--- src/rtl/fpba_pkg.sv ---
package fpba_pkg;

  // Default sizing of the free-space table
  localparam int unsigned NUM_BLOCKS_DEF = 16;
  localparam int unsigned SIZE_BITS_DEF  = 16;

  // Beat field widths
  localparam int unsigned OP_W    = 1;
  localparam int unsigned IDX_W   = 4;
  localparam int unsigned FIELD_W = 16;

  // Configuration port
  localparam int unsigned CFG_IDX_W  = 1;
  localparam int unsigned CFG_DATA_W = 5;
  localparam int unsigned MODE_W     = 2;
  localparam int unsigned BCNT_W     = 5;

  localparam logic [CFG_IDX_W-1:0] REG_FIT_MODE    = 1'b0;
  localparam logic [CFG_IDX_W-1:0] REG_BLOCK_COUNT = 1'b1;

  localparam logic [MODE_W-1:0] FIT_FIRST = 2'd0;
  localparam logic [MODE_W-1:0] FIT_BEST  = 2'd1;
  localparam logic [MODE_W-1:0] FIT_WORST = 2'd2;

  localparam logic [BCNT_W-1:0] BLOCK_COUNT_RST = 5'd16;

  localparam logic [OP_W-1:0] OP_LOAD  = 1'b0;
  localparam logic [OP_W-1:0] OP_ALLOC = 1'b1;

  typedef enum logic [2:0] {
    ST_IDLE   = 3'b001,
    ST_SCAN   = 3'b010,
    ST_FINISH = 3'b100
  } state_e;

endpackage

--- src/rtl/fpba_if.sv ---
interface fpba_req_if;
  import fpba_pkg::*;

  logic               valid;
  logic               ready;
  logic [OP_W-1:0]    operation;
  logic [IDX_W-1:0]   block_index;
  logic [FIELD_W-1:0] block_size;
  logic [FIELD_W-1:0] request_size;

  modport source (output valid, operation, block_index, block_size, request_size,
                  input ready);
  modport sink   (input valid, operation, block_index, block_size, request_size,
                  output ready);
endinterface

interface fpba_rsp_if;
  import fpba_pkg::*;

  logic               valid;
  logic               ready;
  logic               granted;
  logic [IDX_W-1:0]   chosen_block;
  logic [FIELD_W-1:0] space_left;

  modport source (output valid, granted, chosen_block, space_left, input ready);
  modport sink   (input valid, granted, chosen_block, space_left, output ready);
endinterface

--- src/rtl/fit_policy_block_allocator.sv ---
// Load beat: the capacity is written at the accepting edge, no result.
// Allocate beat: the scan reads n = min(block_count, NUM_BLOCKS) entries of the
// free-space RAM, one entry per cycle through its single read port, then writes
// the free space left back to the chosen entry, if any, and registers the result;
// the next beat is taken once the block is back in idle.
// Reset: fit_mode = first fit, block_count = 16; table contents undefined.
module fit_policy_block_allocator #(
  parameter int unsigned NUM_BLOCKS = fpba_pkg::NUM_BLOCKS_DEF,
  parameter int unsigned SIZE_BITS  = fpba_pkg::SIZE_BITS_DEF
) (
  input  logic                            clk_i,
  input  logic                            rst_ni,
  input  logic                            cfg_we_i,
  input  logic [fpba_pkg::CFG_IDX_W-1:0]  cfg_idx_i,
  input  logic [fpba_pkg::CFG_DATA_W-1:0] cfg_wdata_i,
  fpba_req_if.sink                        in_if,
  fpba_rsp_if.source                      out_if
);

  import fpba_pkg::*;

  localparam int unsigned ADDR_W = (NUM_BLOCKS > 1) ? $clog2(NUM_BLOCKS) : 1;
  localparam int unsigned CNT_W  = $clog2(NUM_BLOCKS + 1);
  localparam int unsigned EXT_W  = (ADDR_W > IDX_W) ? ADDR_W : IDX_W;

  // ---------------------------------------------------------------------------
  // Configuration registers
  // ---------------------------------------------------------------------------
  logic [MODE_W-1:0] fit_mode_q;
  logic [BCNT_W-1:0] blk_cnt_q;

  always_ff @(posedge clk_i or negedge rst_ni) begin
    if (!rst_ni) begin
      fit_mode_q <= FIT_FIRST;
      blk_cnt_q  <= BLOCK_COUNT_RST;
    end else if (cfg_we_i) begin
      case (cfg_idx_i)
        REG_FIT_MODE:    fit_mode_q <= cfg_wdata_i[MODE_W-1:0];
        REG_BLOCK_COUNT: blk_cnt_q  <= cfg_wdata_i[BCNT_W-1:0];
        default: ;
      endcase
    end
  end

  // ---------------------------------------------------------------------------
  // Control and scan state
  // ---------------------------------------------------------------------------
  state_e              state_q, state_d;
  logic [CNT_W-1:0]    n_q, n_d;          // blocks to scan for this request
  logic [CNT_W-1:0]    rd_cnt_q, rd_cnt_d;  // next address to read
  logic                rvalid_q;          // RAM data arriving this cycle
  logic [ADDR_W-1:0]   rd_idx_q;          // address of that data
  logic                found_q, found_d;
  logic [ADDR_W-1:0]   pick_q, pick_d;
  logic [SIZE_BITS-1:0] best_q, best_d;   // free space of current pick
  logic [SIZE_BITS-1:0] req_q, req_d;

  logic                out_valid_q, out_valid_d;
  logic                out_granted_q, out_granted_d;
  logic [IDX_W-1:0]    out_block_q, out_block_d;
  logic [FIELD_W-1:0]  out_space_q, out_space_d;

  logic                 acc;
  logic                 out_free;
  logic                 rd_en;
  logic [ADDR_W-1:0]    rd_addr;
  logic [SIZE_BITS-1:0] rd_data;
  logic                 wr_en;
  logic [ADDR_W-1:0]    wr_addr;
  logic [SIZE_BITS-1:0] wr_data;
  logic [EXT_W-1:0]     ld_idx;
  logic                 take;
  logic [SIZE_BITS-1:0] left;

  assign in_if.ready = (state_q == ST_IDLE);
  assign acc         = in_if.valid & in_if.ready;
  assign out_free    = ~out_valid_q | out_if.ready;
  assign ld_idx      = EXT_W'(in_if.block_index);
  assign left        = best_q - req_q;

  // One read per scan cycle until all n entries are issued
  assign rd_en   = (state_q == ST_SCAN) && (rd_cnt_q < n_q);
  assign rd_addr = rd_cnt_q[ADDR_W-1:0];

  // Qualifying entry under the current rule; first fit keeps the first hit,
  // unused mode code behaves as first fit. Ties keep the lower index.
  always_comb begin
    take = 1'b0;
    if (rvalid_q && (rd_data >= req_q)) begin
      if (!found_q) begin
        take = 1'b1;
      end else if (fit_mode_q == FIT_BEST) begin
        take = (rd_data < best_q);
      end else if (fit_mode_q == FIT_WORST) begin
        take = (rd_data > best_q);
      end
    end
  end

  always_comb begin
    state_d       = state_q;
    n_d           = n_q;
    rd_cnt_d      = rd_cnt_q;
    found_d       = found_q;
    pick_d        = pick_q;
    best_d        = best_q;
    req_d         = req_q;
    out_valid_d   = out_valid_q & ~out_if.ready;
    out_granted_d = out_granted_q;
    out_block_d   = out_block_q;
    out_space_d   = out_space_q;
    wr_en         = 1'b0;
    wr_addr       = ld_idx[ADDR_W-1:0];
    wr_data       = SIZE_BITS'(in_if.block_size);

    case (state_q)
      ST_IDLE: begin
        if (acc) begin
          if (in_if.operation == OP_LOAD) begin
            // Loads beyond the table are dropped
            wr_en = (32'(ld_idx) < NUM_BLOCKS);
          end else begin
            if (32'(blk_cnt_q) > NUM_BLOCKS) begin
              n_d = CNT_W'(NUM_BLOCKS);
            end else begin
              n_d = CNT_W'(blk_cnt_q);
            end
            rd_cnt_d = '0;
            found_d  = 1'b0;
            req_d    = SIZE_BITS'(in_if.request_size);
            state_d  = ST_SCAN;
          end
        end
      end
      ST_SCAN: begin
        if (take) begin
          found_d = 1'b1;
          pick_d  = rd_idx_q;
          best_d  = rd_data;
        end
        if (rd_en) begin
          rd_cnt_d = rd_cnt_q + 1'b1;
        end else begin
          // Last entry is evaluated this cycle; nothing else in flight
          state_d = ST_FINISH;
        end
      end
      ST_FINISH: begin
        if (out_free) begin
          wr_en         = found_q;
          wr_addr       = pick_q;
          wr_data       = left;
          out_valid_d   = 1'b1;
          out_granted_d = found_q;
          out_block_d   = found_q ? IDX_W'(pick_q) : '0;
          out_space_d   = found_q ? FIELD_W'(left) : '0;
          state_d       = ST_IDLE;
        end
      end
      default: state_d = ST_IDLE;
    endcase
  end

  always_ff @(posedge clk_i or negedge rst_ni) begin
    if (!rst_ni) begin
      state_q     <= ST_IDLE;
      n_q         <= '0;
      rd_cnt_q    <= '0;
      rvalid_q    <= 1'b0;
      found_q     <= 1'b0;
      out_valid_q <= 1'b0;
    end else begin
      state_q     <= state_d;
      n_q         <= n_d;
      rd_cnt_q    <= rd_cnt_d;
      rvalid_q    <= rd_en;
      found_q     <= found_d;
      out_valid_q <= out_valid_d;
    end
  end

  always_ff @(posedge clk_i) begin
    rd_idx_q      <= rd_addr;
    pick_q        <= pick_d;
    best_q        <= best_d;
    req_q         <= req_d;
    out_granted_q <= out_granted_d;
    out_block_q   <= out_block_d;
    out_space_q   <= out_space_d;
  end

  // Free-space table
  fpba_ram #(
    .WIDTH (SIZE_BITS),
    .DEPTH (NUM_BLOCKS)
  ) u_free_ram (
    .clk_i   (clk_i),
    .we_i    (wr_en),
    .waddr_i (wr_addr),
    .wdata_i (wr_data),
    .re_i    (rd_en),
    .raddr_i (rd_addr),
    .rdata_o (rd_data)
  );

  assign out_if.valid        = out_valid_q;
  assign out_if.granted      = out_granted_q;
  assign out_if.chosen_block = out_block_q;
  assign out_if.space_left   = out_space_q;

  // ---------------------------------------------------------------------------
  // Assertions
  // ---------------------------------------------------------------------------
  a_cnt_bound: assert property (@(posedge clk_i) disable iff (!rst_ni)
    (state_q == ST_SCAN) |-> (rd_cnt_q <= n_q))
    else $error("scan address ran past block count");

  a_pick_bound: assert property (@(posedge clk_i) disable iff (!rst_ni)
    (state_q == ST_FINISH && found_q) |-> (CNT_W'(pick_q) < n_q))
    else $error("picked block outside scanned range");

  a_pick_fits: assert property (@(posedge clk_i) disable iff (!rst_ni)
    (state_q == ST_FINISH && found_q) |-> (best_q >= req_q))
    else $error("picked block smaller than request");

  a_alloc_scan: assert property (@(posedge clk_i) disable iff (!rst_ni)
    (acc && in_if.operation == OP_ALLOC) |=> (state_q == ST_SCAN))
    else $error("allocate did not start a scan");

  a_finish_out: assert property (@(posedge clk_i) disable iff (!rst_ni)
    (state_q == ST_FINISH && out_free) |=> (out_valid_q && state_q == ST_IDLE))
    else $error("finished allocate produced no result");

endmodule

--- src/rtl/fpba_ram.sv ---
module fpba_ram #(
  parameter int unsigned WIDTH = 16,
  parameter int unsigned DEPTH = 16
) (
  input  logic                                       clk_i,
  input  logic                                       we_i,
  input  logic [((DEPTH > 1) ? $clog2(DEPTH) : 1)-1:0] waddr_i,
  input  logic [WIDTH-1:0]                           wdata_i,
  input  logic                                       re_i,
  input  logic [((DEPTH > 1) ? $clog2(DEPTH) : 1)-1:0] raddr_i,
  output logic [WIDTH-1:0]                           rdata_o
);

  logic [WIDTH-1:0] mem_q [DEPTH];
  logic [WIDTH-1:0] rdata_q;

  always_ff @(posedge clk_i) begin
    if (we_i) begin
      mem_q[waddr_i] <= wdata_i;
    end
    if (re_i) begin
      rdata_q <= mem_q[raddr_i];
    end
  end

  assign rdata_o = rdata_q;

endmodule
--- src/flat_wrapper.sv ---
// flat-port wrapper written by rule: the top's interface ports become plain ports
module fit_policy_block_allocator_flat import fpba_pkg::*;
#(
  parameter int unsigned NUM_BLOCKS = fpba_pkg::NUM_BLOCKS_DEF,
  parameter int unsigned SIZE_BITS  = fpba_pkg::SIZE_BITS_DEF
)
  (clk_i, rst_ni, cfg_we_i, cfg_idx_i, cfg_wdata_i, in_if_valid, in_if_operation, in_if_block_index, in_if_block_size, in_if_request_size, in_if_ready, out_if_valid, out_if_granted, out_if_chosen_block, out_if_space_left, out_if_ready);
  fpba_req_if in_if_i ();
  fpba_rsp_if out_if_i ();
  input  logic clk_i;
  input  logic rst_ni;
  input  logic cfg_we_i;
  input  logic [fpba_pkg::CFG_IDX_W-1:0] cfg_idx_i;
  input  logic [fpba_pkg::CFG_DATA_W-1:0] cfg_wdata_i;
  input wire logic [$bits(in_if_i.valid)-1:0] in_if_valid;
  input wire logic [$bits(in_if_i.operation)-1:0] in_if_operation;
  input wire logic [$bits(in_if_i.block_index)-1:0] in_if_block_index;
  input wire logic [$bits(in_if_i.block_size)-1:0] in_if_block_size;
  input wire logic [$bits(in_if_i.request_size)-1:0] in_if_request_size;
  output wire logic [$bits(in_if_i.ready)-1:0] in_if_ready;
  output wire logic [$bits(out_if_i.valid)-1:0] out_if_valid;
  output wire logic [$bits(out_if_i.granted)-1:0] out_if_granted;
  output wire logic [$bits(out_if_i.chosen_block)-1:0] out_if_chosen_block;
  output wire logic [$bits(out_if_i.space_left)-1:0] out_if_space_left;
  input wire logic [$bits(out_if_i.ready)-1:0] out_if_ready;
  assign in_if_i.valid = in_if_valid;
  assign in_if_i.operation = in_if_operation;
  assign in_if_i.block_index = in_if_block_index;
  assign in_if_i.block_size = in_if_block_size;
  assign in_if_i.request_size = in_if_request_size;
  assign in_if_ready = in_if_i.ready;
  assign out_if_valid = out_if_i.valid;
  assign out_if_granted = out_if_i.granted;
  assign out_if_chosen_block = out_if_i.chosen_block;
  assign out_if_space_left = out_if_i.space_left;
  assign out_if_i.ready = out_if_ready;
  fit_policy_block_allocator #(.NUM_BLOCKS(NUM_BLOCKS), .SIZE_BITS(SIZE_BITS)) u_core (.clk_i(clk_i), .rst_ni(rst_ni), .cfg_we_i(cfg_we_i), .cfg_idx_i(cfg_idx_i), .cfg_wdata_i(cfg_wdata_i), .in_if(in_if_i), .out_if(out_if_i));
endmodule
--- config.mk ---
export PLATFORM = sky130hd
export DESIGN_NAME = fit_policy_block_allocator_flat
export DESIGN_NICKNAME = d
export VERILOG_FILES = /design/src/rtl/fpba_pkg.sv /design/src/rtl/fpba_if.sv /design/src/rtl/fit_policy_block_allocator.sv /design/src/rtl/fpba_ram.sv /design/src/flat_wrapper.sv
export SDC_FILE = /design/constraint.sdc
export NUM_CORES = 1
export LEC_CHECK = 0
export ABC_AREA = 0
export BUFFER_PORTS_ARGS = -buffer_cell sky130_fd_sc_hd__buf_2
export CAP_MARGIN = 25
export CORE_MARGIN = 2
export CORE_UTILIZATION = 60
export CTS_CLUSTER_DIAMETER = 80
export CTS_CLUSTER_SIZE = 24
export DETAILED_ROUTE_END_ITERATION = 8
export PLACE_DENSITY = 0.75
export RECOVER_POWER = 100
export SYNTH_ARGS = -nofsm -noshare
export SYNTH_HDL_FRONTEND = slang
export SYNTH_SLANG_ARGS = --single-unit
--- constraint.sdc ---
create_clock -name clk_i -period 4.5 [get_ports clk_i]
set_input_delay 0.45 -clock clk_i [delete_from_list [all_inputs] [get_ports clk_i]]
set_output_delay 0.45 -clock clk_i [all_outputs]
set_load 0.02 [all_outputs]
### Word level (Yosys, flattened, before mapping)

Memories as Yosys holds them, arrays and structs flattened. A register that Yosys moved wholly into a read port is not among the register bits.
Index checks and enable logic that the tools add are counted.
Widths: inputs -> output; s select.

* add/sub/neg operators: 2
* magnitude comparators: 5
* eq/ne operators: 11
* muxes and demuxes: 30
* bitwise operators: 6
* reductions and logical operators: 11

Operators by type and width (count)
* $mux 16: 2
* $mux 5: 4
* $ge 16x16->1: 1
* $gt 16x16->1: 1
* $lt 16x16->1: 1
* $sub 16x16->16: 1
* $mux 1: 14
* $mux 3: 4
* $reduce_and 4->1: 3
* $pmux 5 s2: 1
* $pmux 3 s3: 1
* $mux 4: 2
* $reduce_and 2->1: 4
* $ne 2x1->1 const B: 3
* $ne 2x2->1 const B: 3
* $add 5x1->5 const B: 1
* $gt 5x5->1 const B: 1
* $lt 5x5->1: 1
* $pmux 1 s2: 2
* $eq 3x1->1 const B: 1
* $eq 3x2->1 const B: 1
* $eq 3x3->1 const B: 1
* $not 1->1: 3
* $reduce_and 3->1: 1
* other kinds (6): 8

* register bits: 84
* memory bits (writable): 256
* input bits: 48
* output and inout port bits: 23
* word-level logic and storage cells: 81
* memories: 1

Memory list
* u_core.u_free_ram.mem_q: depth 16, bits a word 16, rd ports 1, clocked after memory_dff 1, wr ports 1, RTL line fpba_ram.sv:14 `logic [WIDTH-1:0] mem_q [DEPTH];`

### Longest topological paths before layout

* word-level depth: 7
* depth in mapped cells: 9
* gate-level depth less buffers: 9

### By module

A second synthesis with hierarchy kept.

* cell total of the unflattened synthesis: 868
* area total of the unflattened synthesis: 15015.7 µm²

Modules (own cells, without submodules)
* fpba_ram: times used 1, cells an instance 432, area an instance 10202.3 µm²
* fit_policy_block_allocator: times used 1, cells an instance 436, area an instance 4813.4 µm²

### Worst setup path after synthesis

No wires, ideal clock.

* kind: register -> register
* start: register u_core.u_free_ram.rdata_q[14] (netlist: u_core.u_free_ram.rdata_o[14]) (read register of u_core.u_free_ram.mem_q)
* end: register u_core.best_q[0], enable pin
* library setup time: 0.409 ns
* arrival time: 2.668 ns
* required time: 4.091 ns
* slack: 1.423 ns
* cell stages (with the launch flop): 8
* clock period less this slack: 3.077 ns
* cell sequence: edfxtp_1 > ha_1 > a21oi_1 > nand2_1 > a21o_1 > a2111oi_0 > nand3b_1 > a31oi_1

* cells in the longest elaborated chain, start to end: 6
* elaborated cells on any way between the ends: 9

Ends and longest elaborated chain
* start, declared: RTL line fpba_ram.sv:15 `logic [WIDTH-1:0] rdata_q;`
* $gt 16x16->1: RTL line fit_policy_block_allocator.sv:95 `take = (rd_data > best_q);`
* $mux 1: RTL line fit_policy_block_allocator.sv:94 `end else if (fit_mode_q == FIT_WORST) begin`
* $mux 1: RTL line fit_policy_block_allocator.sv:92 `end else if (fit_mode_q == FIT_BEST) begin`
* $mux 1: RTL line fit_policy_block_allocator.sv:90 `if (!found_q) begin`
* $mux 1 (*): RTL line fit_policy_block_allocator.sv:89 `if (rvalid_q && (rd_data >= req_q)) begin`
* $reduce_and 2->1 (no line) (*)
* end signal, assigned: RTL line fit_policy_block_allocator.sv:185 `best_q <= best_d;`
* end, declared: RTL line fit_policy_block_allocator.sv:55 `logic [SIZE_BITS-1:0] best_q, best_d;`

Every way passes the cells marked *; elsewhere a longest branch is shown, timed or not.
A chain may end at the register's enable or synchronous reset.

### Final worst setup path

* start: register u_core.state_q[0]
* end: memory u_core.u_free_ram.mem_q[5][7], enable pin

* cells in the longest elaborated chain, start to end: 6
* elaborated cells on any way between the ends: 8

Ends and longest elaborated chain
* start, declared: RTL line fit_policy_block_allocator.sv:48 `state_e state_q, state_d;`
* start signal, assigned: RTL line fit_policy_block_allocator.sv:173 `state_q <= state_d;`
* $eq 3x1->1: RTL line fit_policy_block_allocator.sv:75, fit_policy_block_allocator.sv:116
* $and 1x1->1: RTL line fit_policy_block_allocator.sv:76 `assign acc = in_if.valid & in_if.ready;`
* $mux 1: RTL line fit_policy_block_allocator.sv:118 `if (acc) begin`
* $pmux 1 s2: RTL line fit_policy_block_allocator.sv:116 `case (state_q)`
* $mux 1: RTL line fpba_ram.sv:18 `if (we_i) begin`
* $mux 1 (implied by the code): RTL line fpba_ram.sv:19 `mem_q[waddr_i] <= wdata_i;`
* end, declared: RTL line fpba_ram.sv:14

Parallel ways exist; a longest one is shown, timed or not.

==> results.txt <==
DR iter-0 viols = 805
post-synthesis cell count = 847
clock latency on the worst-skew pair = 530 ps
Setup WS pre-CTS = 1340 ps
vias in the first global route = 7988
failing checks = capacitance limit, slew limit
post-CTS setup buffers = 0
vias per inst = 6.21
Yosys top cell by area = edfxtp_1
final wirelength = 31.9 mm
most common cell in the synthesized netlist = edfxtp_1
CP Max Fanout = 16
area of the multi-input gates = 4150 um2
max-slew violation count = 91
Synth Register Bits = 356
Worst VDD drop = 0.319 mV
Post-synth EDFFs = 329
Pleak = 5.54 nW
worst slew pin tran = 1990 ps
CTS tree = yes
core area = 24500 um2
Main synth FF type = edfxtp_1
Net Count, Synth = 948
Psw = 1.50 mW
period utilization = 78.7%
total of max-cap violations = 3
Mapped Area = 15100 um2
clock share of power = 29.0%
Worst Path Arrival = 3680 ps
switching share of power = 22.9%
kind of start point of the critical path = register
Port Buf Inserts = 70
final core utilization = 67.0%
sequential-to-total area share from yosys stat = 70.0%
Final Hold Fails = 0
Clock transition at path regs = 90 ps
antenna violations before repair = 0
H-tree depth = 1
Total GRT Usage = 24.7%
layout cell share with drive strength beyond 1 = 18.2%
WP data required = 4640 ps
register area = 10500 um2
I/O Pins = 71
top cells by area, synth = edfxtp_1, mux4_2, ha_1
PnR worst setup slack = 960 ps
Worst Skew = 17.4 ps
Overflow after GRT = 0
CP Capture Type = register
first-pass GRT wire length = 47.7 mm
status = complete, but fails checks
Avg Synthesized Cell Area = 17.8 um2
Slew HR = -32.9%
Root Driver = clkbuf_16
cell-internal power = 5.06 mW
logic gate share of total power = 13.7%
HP Class = input pin to register
Die Ht = 162 um
post-layout net count = 1052
DR WL/cell = 24.9 um
worst-case clock buffer depth = 3
Netlist cell types = 61
area fraction of the dominant cell type after synthesis = 65.6%
min cycle time layout = 3540 ps
area grow syn2layout = 8.88%
unrepaired setup endpoints after global routing = false
pwr dens = 400 nW/um2
n_diodes = 0
area of the die = 26400 um2
sequential share of power = 57.3%
Vias = 7949
setup TNS after final layout = 0 ps
Final Setup Violations = 0
largest net degree at the start of global routing = 69
asr flop ratio synth = 6.46%
final hold slack = 97.9 ps
Antenna Nets Post-Route = 0
total CTS buffers = 19
Fill cells = 1684
die width = 162 um
drt pass-1 iters = 5
f_max = 0.282 GHz
# DRC = 0
WS Path Type = register to register
hpwl dp = 20.9 mm
synth cell count leaders = edfxtp_1, mux4_2, ha_1, inv_1, nand2_1
Starting Density = 61.6%
Yosys warnings = 0
num rows = 57
total power = 6.56 mW
routability cong. = 0.843
Clock Sinks = 356
## per-layer routing
metal / wire length (um) / share of wire (%) / vias to the layer above / global-route usage (%)
met2: 15600 / 49 / 288 / 40.8
met3: 1980 / 6.2 / 52 / 3.34
li1: - / - / 3531 / -
met5: 0 / 0 / - / 0.189
met1: 13400 / 42 / 4078 / 35.5
met4: 872 / 2.7 / 0 / 6.80
## power groups by stage
stage	Clock [mW]	Sequential [mW]	Combinational, mW
finish	1.90	3.76	0.899
global route	2.05	3.77	0.978
CTS	1.94	3.83	0.817
detailed placement	0	3.91	0.811
global placement	0	3.90	0.798
floorplan	0	3.79	0.719
## placed cells by master (no fill, tap or decap), drive strengths merged, types with 5 or more instances in the layout
cell type and n:
edfxtp 329, mux4 80, clkbuf 76, buf 54
ha 52, inv 52, nand2 42, nor2 33
a21oi 30, o21ai 26, dfrtp 21, nand2b 14
and2 14, nand3 12, mux2 12, nor3 8
o211ai 7, xor2 7, a31oi 7, xnor2 6
a21o 5, a211oi 5, nand3b 5
## metrics by stage
step,cell area (um2),cells
2_1_floorplan,15100,847
3_3_place_gp,15900,1250
3_5_place_dp,15900,1250
4_1_cts,16500,1277
5_1_grt,16400,1280
6_report,16400,1280
## state kept, by name, indices dropped and copies added, names as in the netlist
register / count
u_core.u_free_ram.mem_q: 256
u_core.best_q: 16
u_core.out_if.space_left: 16
u_core.req_q: 16
u_core.u_free_ram.rdata_o: 16
u_core.blk_cnt_q: 5
u_core.n_q: 5
u_core.rd_cnt_q: 5
u_core.out_if.chosen_block: 4
u_core.pick_q: 4
u_core.rd_idx_q: 4
u_core.state_q: 3
u_core.fit_mode_q: 2
u_core.found_q: 1
u_core.out_if.granted: 1
u_core.out_if.valid: 1
u_core.rvalid_q: 1
## worst max-delay path, stage by stage, from the launching register on
cell,delay (ps)
dfstp_1,600
nor3b_1,450
nor3b_1,550
o21a_4,190
a22o_1,150
nand2b_1,120
nor2_1,100
clkbuf_1,980
## timing repair
item                      CTS  global route
resized for setup           0             0
hold endpoints to repair   21             0
hold buffers                1             0
## cell families (layout without fill, tap and decap cells)
kind of cell,count (synthesis),after routing,share of synthesized area [%]
DFF,356,356,70.0
muxes,94,94,13.0
AOI/OAI and AO/OA,101,101,4.37
adders and majority gates,53,53,4.45
xor gates and xnor gates,13,13,0.756
buffers and inverters,78,187,2.31
and+or+nand+nor,152,152,5.14
## cell type report
cell class / count / area share (%)
flip-flops and latches: 356 / 64.3
multi-input cells: 413 / 25.3
repair buffers: 110 / 3.22
clock buffers: 21 / 2.95
well taps: 324 / 2.47
inverters: 51 / 1.20
clock inverters: 5 / 0.572
## final timing paths
check	from	end	slack [ps]	depth (start not counted)
setup / recovery	u_core.state_q[0]$_DFFE_PN1P_	u_core.u_free_ram.mem_q[5][7]$_DFFE_PP_	960	7
hold / removal	in_if_request_size[0]	u_core.req_q[0]$_DFFE_PP_	100	1
setup reg to reg	u_core.state_q[0]$_DFFE_PN1P_	u_core.u_free_ram.mem_q[5][7]$_DFFE_PP_	960	7
hold reg to reg	u_core.rd_idx_q[2]$_DFF_P_	u_core.pick_q[2]$_DFFE_PP_	410	0
max in group asynchronous	rst_ni	u_core.rd_cnt_q[0]$_DFFE_PN0P_	2880	2
min in group asynchronous	rst_ni	u_core.n_q[0]$_DFFE_PN0P_	730	2
No activity file was read; power rests on OpenSTA's default activity.
